### src/hw/rtl/brf_pkg.sv
// Package for the byte ring FIFO: request and result beat types, codes, defaults.
// No dependencies; imported by every module of the block.
`default_nettype none

package brf_pkg;

  // default number of slots in the ring
  localparam int DefDepth = 256;

  // requested operation
  typedef enum logic [1:0] {
    KIND_PUSH = 2'd0,
    KIND_POP  = 2'd1,
    KIND_PEEK = 2'd2
  } kind_e;

  // result status
  typedef enum logic [2:0] {
    ST_OK           = 3'd0,
    ST_FULL_DROPPED = 3'd1,
    ST_OVERWRITTEN  = 3'd2,
    ST_EMPTY        = 3'd3,
    ST_OFFSET_RANGE = 3'd4
  } status_e;

  // request beat
  typedef struct packed {
    kind_e      kind;
    logic [7:0] data_in;
    logic [7:0] peek_offset;
  } req_t;

  // result beat
  typedef struct packed {
    logic [7:0] data_out;
    status_e    status;
    logic [7:0] fill_level;
    logic [7:0] free_space;
  } res_t;

  // registered result info from the pointer control, minus the read byte
  typedef struct packed {
    logic       data_sel;
    status_e    status;
    logic [7:0] fill_level;
    logic [7:0] free_space;
  } res_info_t;

endpackage

`default_nettype wire

### src/hw/rtl/brf_mem.sv
// Slot storage of the byte ring FIFO: one write port, one registered read port.
// Depends on brf_pkg for the default depth.
`default_nettype none

module brf_mem
  import brf_pkg::*;
#(
  parameter int Depth = DefDepth,
  parameter int AW    = $clog2(Depth)
) (
  input  wire logic          clk_i,
  input  wire logic          we_i,
  input  wire logic [AW-1:0] waddr_i,
  input  wire logic [7:0]    wdata_i,
  input  wire logic          re_i,
  input  wire logic [AW-1:0] raddr_i,
  output logic      [7:0]    rdata_o
);

  logic [7:0] slot_q [Depth];
  logic [7:0] rdata_q;

  // write port
  always_ff @(posedge clk_i) begin
    if (we_i) begin
      slot_q[waddr_i] <= wdata_i;
    end
  end

  // read port, data registered
  always_ff @(posedge clk_i) begin
    if (re_i) begin
      rdata_q <= slot_q[raddr_i];
    end
  end

  assign rdata_o = rdata_q;

endmodule

`default_nettype wire

### src/hw/rtl/brf_ctrl.sv
// Head/tail pointer control of the byte ring FIFO: decodes a request beat,
// drives the slot memory and registers status and levels. Depends on brf_pkg.
`default_nettype none

module brf_ctrl
  import brf_pkg::*;
#(
  parameter int Depth = DefDepth,
  parameter int AW    = $clog2(Depth)
) (
  input  wire logic          clk_i,
  input  wire logic          rst_ni,
  input  wire logic          accept_i,
  input  wire req_t          req_i,
  input  wire logic          ovw_i,
  output logic               mem_we_o,
  output logic      [AW-1:0] mem_waddr_o,
  output logic      [7:0]    mem_wdata_o,
  output logic               mem_re_o,
  output logic      [AW-1:0] mem_raddr_o,
  output logic               valid_o,
  output res_info_t          info_o
);

  // wide enough for the depth itself and for tail plus an 8-bit offset
  localparam int SW = ((AW > 8) ? AW : 8) + 1;
  localparam logic [AW-1:0] LastIdx = AW'(Depth - 1);

  logic [AW-1:0] head_q, head_d;
  logic [AW-1:0] tail_q, tail_d;
  logic          valid_q;
  res_info_t     info_q, info_d;

  logic [AW-1:0] fill;
  logic [AW-1:0] fill_after;
  logic [AW-1:0] free_after;
  logic [AW-1:0] head_nxt;
  logic [AW-1:0] tail_nxt;
  logic          full;
  logic          empty;
  logic [SW-1:0] peek_sum;
  logic [SW-1:0] peek_wrap;
  logic          peek_bad;
  logic [SW-1:0] fill_w;
  logic [SW-1:0] free_w;

  // current fill level and ring increments
  always_comb begin
    if (head_q >= tail_q) begin
      fill = head_q - tail_q;
    end else begin
      fill = AW'(SW'(Depth) - SW'(tail_q) + SW'(head_q));
    end
    head_nxt = (head_q == LastIdx) ? '0 : head_q + AW'(1);
    tail_nxt = (tail_q == LastIdx) ? '0 : tail_q + AW'(1);
    full     = (head_nxt == tail_q);
    empty    = (fill == '0);
  end

  // peek address, one wrap at most for an offset below the fill level
  always_comb begin
    peek_sum  = SW'(tail_q) + SW'(req_i.peek_offset);
    peek_wrap = (peek_sum >= SW'(Depth)) ? (peek_sum - SW'(Depth)) : peek_sum;
    peek_bad  = (SW'(req_i.peek_offset) >= SW'(fill));
  end

  // request decode
  always_comb begin
    head_d         = head_q;
    tail_d         = tail_q;
    fill_after     = fill;
    mem_we_o       = 1'b0;
    mem_waddr_o    = head_q;
    mem_wdata_o    = req_i.data_in;
    mem_re_o       = 1'b0;
    mem_raddr_o    = tail_q;
    info_d         = '0;
    info_d.status  = ST_OK;
    unique case (req_i.kind)
      KIND_PUSH: begin
        if (full && !ovw_i) begin
          info_d.status = ST_FULL_DROPPED;
        end else begin
          mem_we_o = accept_i;
          head_d   = head_nxt;
          if (full) begin
            tail_d        = tail_nxt;
            info_d.status = ST_OVERWRITTEN;
          end else begin
            fill_after = fill + AW'(1);
          end
        end
      end
      KIND_POP: begin
        if (empty) begin
          info_d.status = ST_EMPTY;
        end else begin
          mem_re_o        = accept_i;
          info_d.data_sel = 1'b1;
          tail_d          = tail_nxt;
          fill_after      = fill - AW'(1);
        end
      end
      KIND_PEEK: begin
        if (peek_bad) begin
          info_d.status = ST_OFFSET_RANGE;
        end else begin
          mem_re_o        = accept_i;
          mem_raddr_o     = peek_wrap[AW-1:0];
          info_d.data_sel = 1'b1;
        end
      end
      default: begin
        // unused kind: no operation
      end
    endcase
    free_after        = LastIdx - fill_after;
    fill_w            = SW'(fill_after);
    free_w            = SW'(free_after);
    info_d.fill_level = fill_w[7:0];
    info_d.free_space = free_w[7:0];
  end

  // pointers and strobe
  always_ff @(posedge clk_i or negedge rst_ni) begin
    if (!rst_ni) begin
      head_q  <= '0;
      tail_q  <= '0;
      valid_q <= 1'b0;
    end else begin
      valid_q <= accept_i;
      if (accept_i) begin
        head_q <= head_d;
        tail_q <= tail_d;
      end
    end
  end

  // result info register
  always_ff @(posedge clk_i) begin
    if (accept_i) begin
      info_q <= info_d;
    end
  end

  assign valid_o = valid_q;
  assign info_o  = info_q;

endmodule

`default_nettype wire

### src/hw/rtl/byte_ring_fifo_overwrite_peek_top.sv
// Top level of the byte ring FIFO with overwrite option and peek.
// Depends on brf_pkg, brf_ctrl and brf_mem.
//
// A request beat is taken on every cycle that start is high; busy stays low,
// so one push, pop or peek enters per clock. Its result comes out exactly one
// cycle later, on the cycle after the accepting edge, marked by res_valid_o
// for that single cycle: the latency is set by the registered read of the
// slot memory, and the receiver must take it then, it cannot stall the block.
// The ring keeps one slot empty and holds at most Depth-1 bytes. The overwrite
// register may be written through the cfg channel whenever no result is
// pending; cfg_ready_o is always high.
`default_nettype none

module byte_ring_fifo_overwrite_peek_top
  import brf_pkg::*;
#(
  parameter int Depth = DefDepth
) (
  input  wire logic clk_i,
  input  wire logic rst_ni,
  input  wire logic start,
  output logic      busy,
  input  wire req_t req_i,
  output logic      res_valid_o,
  output res_t      res_o,
  input  wire logic cfg_valid_i,
  output logic      cfg_ready_o,
  input  wire logic cfg_data_i
);

  localparam int AW = $clog2(Depth);

  logic          accept;
  logic          ovw_q;
  logic          mem_we;
  logic [AW-1:0] mem_waddr;
  logic [7:0]    mem_wdata;
  logic          mem_re;
  logic [AW-1:0] mem_raddr;
  logic [7:0]    mem_rdata;
  logic          res_valid;
  res_info_t     info;

  // a beat enters on every cycle that start is high
  assign busy        = 1'b0;
  assign accept      = start && !busy;
  assign cfg_ready_o = 1'b1;

  // overwrite-when-full register
  always_ff @(posedge clk_i or negedge rst_ni) begin
    if (!rst_ni) begin
      ovw_q <= 1'b0;
    end else if (cfg_valid_i && cfg_ready_o) begin
      ovw_q <= cfg_data_i;
    end
  end

  brf_ctrl #(
    .Depth (Depth),
    .AW    (AW)
  ) u_ctrl (
    .clk_i       (clk_i),
    .rst_ni      (rst_ni),
    .accept_i    (accept),
    .req_i       (req_i),
    .ovw_i       (ovw_q),
    .mem_we_o    (mem_we),
    .mem_waddr_o (mem_waddr),
    .mem_wdata_o (mem_wdata),
    .mem_re_o    (mem_re),
    .mem_raddr_o (mem_raddr),
    .valid_o     (res_valid),
    .info_o      (info)
  );

  brf_mem #(
    .Depth (Depth),
    .AW    (AW)
  ) u_mem (
    .clk_i   (clk_i),
    .we_i    (mem_we),
    .waddr_i (mem_waddr),
    .wdata_i (mem_wdata),
    .re_i    (mem_re),
    .raddr_i (mem_raddr),
    .rdata_o (mem_rdata)
  );

  // result beat assembly
  always_comb begin
    res_o.data_out   = info.data_sel ? mem_rdata : 8'h00;
    res_o.status     = info.status;
    res_o.fill_level = info.fill_level;
    res_o.free_space = info.free_space;
  end

  assign res_valid_o = res_valid;

endmodule

`default_nettype wire

### config.mk
export PLATFORM = sky130hd
export DESIGN_NAME = byte_ring_fifo_overwrite_peek_top
export DESIGN_NICKNAME = d
export VERILOG_FILES = /design/src/hw/rtl/brf_pkg.sv /design/src/hw/rtl/brf_mem.sv /design/src/hw/rtl/brf_ctrl.sv /design/src/hw/rtl/byte_ring_fifo_overwrite_peek_top.sv
export SDC_FILE = /design/constraint.sdc
export NUM_CORES = 2
export LEC_CHECK = 0
export ABC_AREA = 1
export BUFFER_PORTS_ARGS = -buffer_cell sky130_fd_sc_hd__buf_2
export CELL_PAD_IN_SITES_DETAIL_PLACEMENT = 1
export CELL_PAD_IN_SITES_GLOBAL_PLACEMENT = 2
export CORE_MARGIN = 3
export CORE_UTILIZATION = 44
export CTS_BUF_LIST = sky130_fd_sc_hd__clkbuf_8
export CTS_CLUSTER_DIAMETER = 40
export CTS_CLUSTER_SIZE = 40
export DETAILED_ROUTE_END_ITERATION = 12
export GPL_ROUTABILITY_DRIVEN = 1
export PLACE_DENSITY = 0.82
export SYNTH_ARGS = -nofsm -noshare
export SYNTH_HDL_FRONTEND = slang
export SYNTH_SLANG_ARGS = --single-unit
### constraint.sdc
create_clock -name clk_i -period 5.3 [get_ports clk_i]
set_clock_uncertainty 0.15 [all_clocks]
set_input_delay 0.265 -clock clk_i [delete_from_list [all_inputs] [get_ports clk_i]]
set_output_delay 0.265 -clock clk_i [all_outputs]
set_load 0.05 [all_outputs]
# After elaboration in Yosys (flattened, before gate mapping)
# Memories as Yosys holds them, arrays and structs flattened. A register that Yosys moved wholly into a read port is not among the register bits.
# Index checks and enable logic that the tools add are counted.
[classes]
add_sub_neg = 10
mul = 0
n_div = 0
n_lt_le_gt_ge = 3
eq_ne = 8
shift = 0
n_mux = 30
bitwise_logic = 1
n_reduce_logical = 7
[op_table]
columns = ["operator", "n"]
rows = [
  ["$mux W8", 13],
  ["$pmux W8 S2", 2],
  ["$add A8 B1 Y8 const B", 3],
  ["$eq A8 B8 Y1 const B", 2],
  ["$ge A8 B8 Y1", 2],
  ["$sub A8 B1 Y8 const B", 2],
  ["$add A8 B8 Y9", 1],
  ["$ge A9 B9 Y1 const B", 1],
  ["$pmux W3 S3", 1],
  ["$add A8 B8 Y8", 1],
  ["$eq A8 B8 Y1", 1],
  ["$logic_not A8 Y1", 1],
  ["$mux W1", 8],
  ["$sub A1 B8 Y8 const A", 1],
  ["$sub A8 B8 Y8", 1],
  ["$sub A8 B8 Y8 const A", 1],
  ["$mux W3", 2],
  ["$reduce_and A5 Y1", 1],
  ["$mux W2", 2],
  ["$ne A2 B2 Y1 const B", 2],
  ["$pmux W1 S2", 2],
  ["$reduce_and A3 Y1", 1],
  ["$eq A2 B1 Y1 const B", 1],
  ["$eq A2 B2 Y1 const B", 1],
  ["other kinds (6)", 6],
]
[totals]
ff_bits = 38
latchBits = 0
ram_bits = 2048
romBits = 0
inputBits = 23
out_inout_bits = 30
wordCells = 68
mem_count = 1
[memory_table]
columns = ["name", "words", "word_bits", "read_ports", "rd_clocked_by_memory_dff", "wr", "line", "rtl"]
rows = [
  ["u_mem.slot_q", 256, 8, 1, 1, 1, "brf_mem.sv:20", "logic [7:0] slot_q [Depth];"],
]

# Logic depth before layout (Yosys ltp)
[logic_depth]
ltp_word = 8
mapped_depth = 31
ltp_nobuf = 27

# Modules after synthesis
# From an unflattened synthesis, not the netlist that was laid out.
[unflattened]
hier_cells = 7523
hier_area_um2 = 87088.5
[modules_own_cells]
columns = ["module", "n_inst", "cells_each", "area_per_inst_um2", "seq_area_each_um2"]
rows = [
  ["brf_mem", 1, 7003, 83476.3, 61739.2],
  ["brf_ctrl", 1, 494, 3484.6, 1026.0],
  ["byte_ring_fifo_overwrite_peek_top", 1, 26, 127.6, 25.0],
]

# Least setup slack after synthesis
# OpenSTA, ideal clock, no wires.
[synth_path]
kind = "register -> register"
from = "reg u_ctrl.head_q[0] (netlist: u_ctrl.mem_waddr_o[0])"
to = "reg u_mem.rdata_q[1] (netlist: u_mem.rdata_o[1]) (read register of u_mem.slot_q), data pin"
arrival_time_ns = 4.053
t_required_ns = 4.896
slack_ns = 0.843
stages_incl_launch_ff = 30
path_buffers = 4
synth_period_minus_slack_ns = 4.457
path_cell_list = "dfrtp_1 -> inv_1 -> ha_1 -> inv_1 -> fa_1 -> nand3_1 -> nand3_1 -> a21o_1 -> a21oi_1 -> xnor2_1 -> inv_1 -> ha_1 -> nand2_1 -> a21oi_1 -> nor2_2 -> nand3_1 -> buf_4 -> nand2_2 -> nand2_4 -> buf_4 -> buf_2 -> buf_2 -> o211ai_1 -> nand3_1 -> nand3_1 -> nand3_1 -> nand3_1 -> nand3_1 -> nand3_1 -> nand2_1"
[synth_via]
elab_chain_cells = 5
[synth_lines]
columns = ["element", "line", "rtl"]
rows = [
  ["start, declared", "brf_ctrl.sv:29", "logic [AW-1:0] head_q, head_d;"],
  ["start signal, assigned", "brf_ctrl.sv:127", "head_q <= '0;"],
  ["start signal, assigned", "brf_ctrl.sv:133", "head_q <= head_d;"],
  ["$add A8 B8 Y8, or another cell as far along", "brf_ctrl.sv:52", "fill = AW'(SW'(Depth) - SW'(tail_q) + SW'(head_q));"],
  ["$mux W8 (*)", "brf_ctrl.sv:49", "if (head_q >= tail_q) begin"],
  ["$ge A8 B8 Y1 / $logic_not A8 Y1 (equally long branches)", "brf_ctrl.sv:64, brf_ctrl.sv:57", ""],
  ["$mux W1, or another cell as far along", "brf_ctrl.sv:105", "if (peek_bad) begin"],
  ["$pmux W1 S2 / $mux W8 (equally long branches)", "brf_ctrl.sv:79", "unique case (req_i.kind)"],
  ["end, declared", "brf_mem.sv:21", "logic [7:0] rdata_q;"],
]
# Mark *: on every way between the ends. The rest lies on a longest branch, timed or not.
# A chain may end at the register's enable or synchronous reset.

# Worst setup path after layout
[layout_path]
from = "reg u_ctrl.tail_q[2]"
to = "reg u_mem.rdata_q[4] (netlist: u_mem.rdata_o[4]) (read register of u_mem.slot_q), data pin"
[layout_via]
elab_chain_cells = 6
[layout_lines]
columns = ["element", "line", "rtl"]
rows = [
  ["start, declared", "brf_ctrl.sv:30", "logic [AW-1:0] tail_q, tail_d;"],
  ["start signal, assigned", "brf_ctrl.sv:134", "tail_q <= tail_d;"],
  ["$sub A1 B8 Y8", "brf_ctrl.sv:52", ""],
  ["$add A8 B8 Y8", "brf_ctrl.sv:52", ""],
  ["$mux W8", "brf_ctrl.sv:49", ""],
  ["$ge A8 B8 Y1 / $logic_not A8 Y1 (equally long branches)", "brf_ctrl.sv:64, brf_ctrl.sv:57", ""],
  ["$mux W1, or another cell as far along", "brf_ctrl.sv:105", ""],
  ["$pmux W1 S2 / $mux W8 (equally long branches)", "brf_ctrl.sv:79", ""],
]
# Parallel ways exist; a longest one is shown, timed or not.

==> flow_summary.yaml <==
sta:
  finalSetupViolCount: 0
  min_period_over_period_pct: 97.95
  worstMarginPinSlew_ns: 1.243
  worst_slack_ns: 0.1084
  fmax_mhz: 192.6
  hold_viol_final: 0
  setup_tns_ns: 0
  relSlewSlack_pct: 16.50
  slew_viol_final: 0
  post-route-min-period_ns: 5.192
  hold_ws_ns: 0.1191
synth:
  synthArstFlopShare_pct: 0.8596
  yosysSeqAreaShare_pct: 67.72
  synth_edf_count: 2076
  netlist.area_leader.share_pct: 67.24
  synth.most_common_cell: "nand2_1"
  synth-seq-cells: 2094
  synth.cell_area_mm2: 0.09272
  synth_commonest_cells: "nand2_1, edfxtp_1, nand3_1"
  synthCells: 8995
  synthesis.nets: 9054
  synth_top_area_cell: "edfxtp_1"
  synthTopCellsByArea: "edfxtp_1, nand2_1, nand3_1"
  synth-main-ff-cell: "edfxtp_1"
  synthDistinctLibCells: 46
  synth.avg_cell_area_um2: 10.31
  ys_warn_count: 0
critical_path:
  end_kind: "register"
  r2r_start: "u_ctrl.tail_q[2]"
  r2r_cells: 27
  worst-setup-path-type: "register to register"
  critPathRequiredTime_ns: 5.99
  worstPathArrival_ns: 5.89
  worstSetupStartpointType: "register"
  startpoint: "u_ctrl.tail_q[2]"
  r2r_setup_slack_ns: 0.11
  cpPeakStageDelay_ns: 0.38
  cpMaxStageDelayCell: "dfrtp_1"
  timing.rr.end: "u_mem.rdata_o[4]"
  cp_max_fo: 18
clock_tree:
  clock_latency_ns: 1.08
  cts.sink_count: 2094
  htree_num_levels: 5
  tritoncts: "yes"
  clock_path_buffers: 4
  clk_pin_slew_ns: 0.07
  cts_buffers: 348
  cts-root-buf: "clkbuf_8"
placed_design:
  dp_cells: 11750
  dp.final_hpwl_mm: 188.7
  dp_slack_ns: -0.3927
  port_buffers: 50
  dpl_cell_area_mm2: 0.09886
  place_congestion: 0.8814
min_path:
  hold_end: "u_mem.slot_q[66][0]"
  hold_depth: 2
  worstHoldPathType: "input pin to register"
  hp-start: "req_i[8]"
cells_and_area:
  final_layout_size_suffix_gt1_share_pct: 13.06
  instances_no_fill: 12450
  fin_util_pct: 52.03
  post-route-cell-area_mm2: 0.1084
  final_nets: 9447
  area_growth_pct: 16.90
die:
  dieArea_mm2: 0.2163
  fp.dieH_um: 465.0
  start_util_pct: 44.51
  fp.dieW_um: 465.0
  core.rowCount: 167
  num_io_pins: 53
  core-area_mm2: 0.2083
run_status:
  status: "complete, no violations"
drt:
  vias: 67240
  postRouteAntennaNets: 0
  drc: 0
  vias_per_cell: 5.399
  wl_per_cell_um: 24.90
  drt-total-wl_mm: 310.1
  drt_iter0_markers: 6088
  dr.pass1.iters: 5
power:
  switching_power_mw: 29.56
  leakage_nw: 44.66
  p_int_mw: 37.84
  power_frac_clock_pct: 24.1
  switching_share_pct: 43.86
  total_power_mw: 67.40
  p_comb_share_pct: 48.5
  sequentialPowerShare_pct: 27.4
  peakVddDrop_mv: 0.4173
  powerDensity_mw_per_mm2: 621.8
global_routing:
  antenna_found_initial: 13
  first_global_vias: 70280
  grt-ovfl-total: 0
  grt_max_degree: 149
  grt_usage_pct: 28.08
  grt_pass1_wl_mm: 453.9
flow_run:
  cap_violations: 0
## layout make-up
type | instances | area (um^2)
Timing Repair Buffer | 556 | 6111
Sequential cell | 2094 | 62790
Clock inverter | 263 | 2888
Fill cell | 22510 | 99940
Inverter | 1426 | 5368
Tap cell | 2788 | 3488
Multi-Input combinational cell | 4962 | 22850
Clock buffer | 354 | 4872
Antenna cell | 10 | 25.02
## worst max-delay path: cells and delay by family, from the launching register on
| family | cells | cell delay, ns |
|---|---|---|
| AND/OR/NAND/NOR | 16 | 2.29 |
| AO/OA/AOI/OAI | 3 | 0.40 |
| flip-flops | 1 | 0.38 |
| XOR/XNOR | 1 | 0.26 |
| buffers and inverters | 5 | 0.82 |
| adder cells (fa/ha/maj) | 2 | 0.63 |
## worst max path at each step
stage                             endpoint  slack, ns  cells past startpoint
after floorplan           u_mem.rdata_o[1]       0.84                     29
after global placement    u_mem.rdata_o[4]      -0.46                     30
after detailed placement  u_mem.rdata_o[4]      -0.39                     30
after CTS                 u_mem.rdata_o[2]      0.009                     33
after global routing      u_mem.rdata_o[7]      -0.07                     29
final                     u_mem.rdata_o[4]       0.11                     27
## power groups by stage
stage	registers (mW)	clock network [mW]	logic, mW
2_1_floorplan	18.8	0	16.3
6_report	18.5	16.2	32.7
3_5_place_dp	18.9	0	30.3
5_1_grt	18.5	17.1	34.9
4_1_cts	18.5	16.4	31.1
3_3_place_gp	18.9	0	29.9
## flip-flops by register name, summed over array words and instances, names as in the netlist
| register | count |
|---|---|
| u_ctrl.tail_q | 8 |
| u_mem.slot_q | 2048 |
| u_ctrl.mem_waddr_o | 8 |
| u_mem.rdata_o | 8 |
| u_ctrl.valid_o | 1 |
| ovw_q | 1 |
| u_ctrl.info_o | 20 |
## what timing repair did
| item | in CTS | in global routing |
|---|---|---|
| endpoints found under the hold margin | 1388 | 0 |
| gates resized for setup | 52 | 103 |
| hold buffers | 28 | 0 |
| setup endpoints to repair | 8 | 8 |
| buffers inserted | 10 | 22 |
| pin swaps | 7 | 21 |
| gates cloned | 2 | 11 |
## kinds of logic (layout without fill, tap and decap cells)
logic type | Yosys count | after routing | synth area share (%)
compound gates | 110 | 110 | 0.7814
xor+xnor | 31 | 31 | 0.3090
fa+ha+maj | 36 | 36 | 0.5020
buf+inv | 1940 | 2599 | 8.426
flops | 2094 | 2094 | 67.72
other cells | 2 | 12 | 0.008100
simple gates | 4782 | 4783 | 22.25
## metal layers
| layer | routed length, um | vias up | global-route usage [%] | share of wire, % |
|---|---|---|---|---|
| met2 | 151000 | 2167 | 47.51 | 49 |
| met1 | 127500 | 34050 | 36.56 | 41 |
| met4 | 13970 | 0 | 11.95 | 4.5 |
| met5 | 0 | - | 0 | 0 |
| li1 | - | 30400 | - | - |
| met3 | 17620 | 624 | 3.489 | 5.7 |
## cell usage in the layout (no fill, tap or decap), types with 23 or more instances in the layout
| cell | count |
|---|---|
| edfxtp_1 | 2076 |
| inv_6 | 41 |
| ha_1 | 32 |
| bufinv_16 | 42 |
| clkinv_4 | 41 |
| nand3_4 | 23 |
| nand3_1 | 1639 |
| clkbuf_8 | 355 |
| o211ai_1 | 59 |
| dlygate4sd3_1 | 28 |
| clkinvlp_4 | 45 |
| buf_4 | 319 |
| nand2_1 | 2637 |
| nand3b_1 | 58 |
| xor2_1 | 24 |
| buf_2 | 42 |
| nand3_2 | 67 |
| nor2_1 | 290 |
| buf_12 | 109 |
| inv_1 | 1435 |
| clkinv_2 | 42 |
Power figures use the tool's default switching activity.
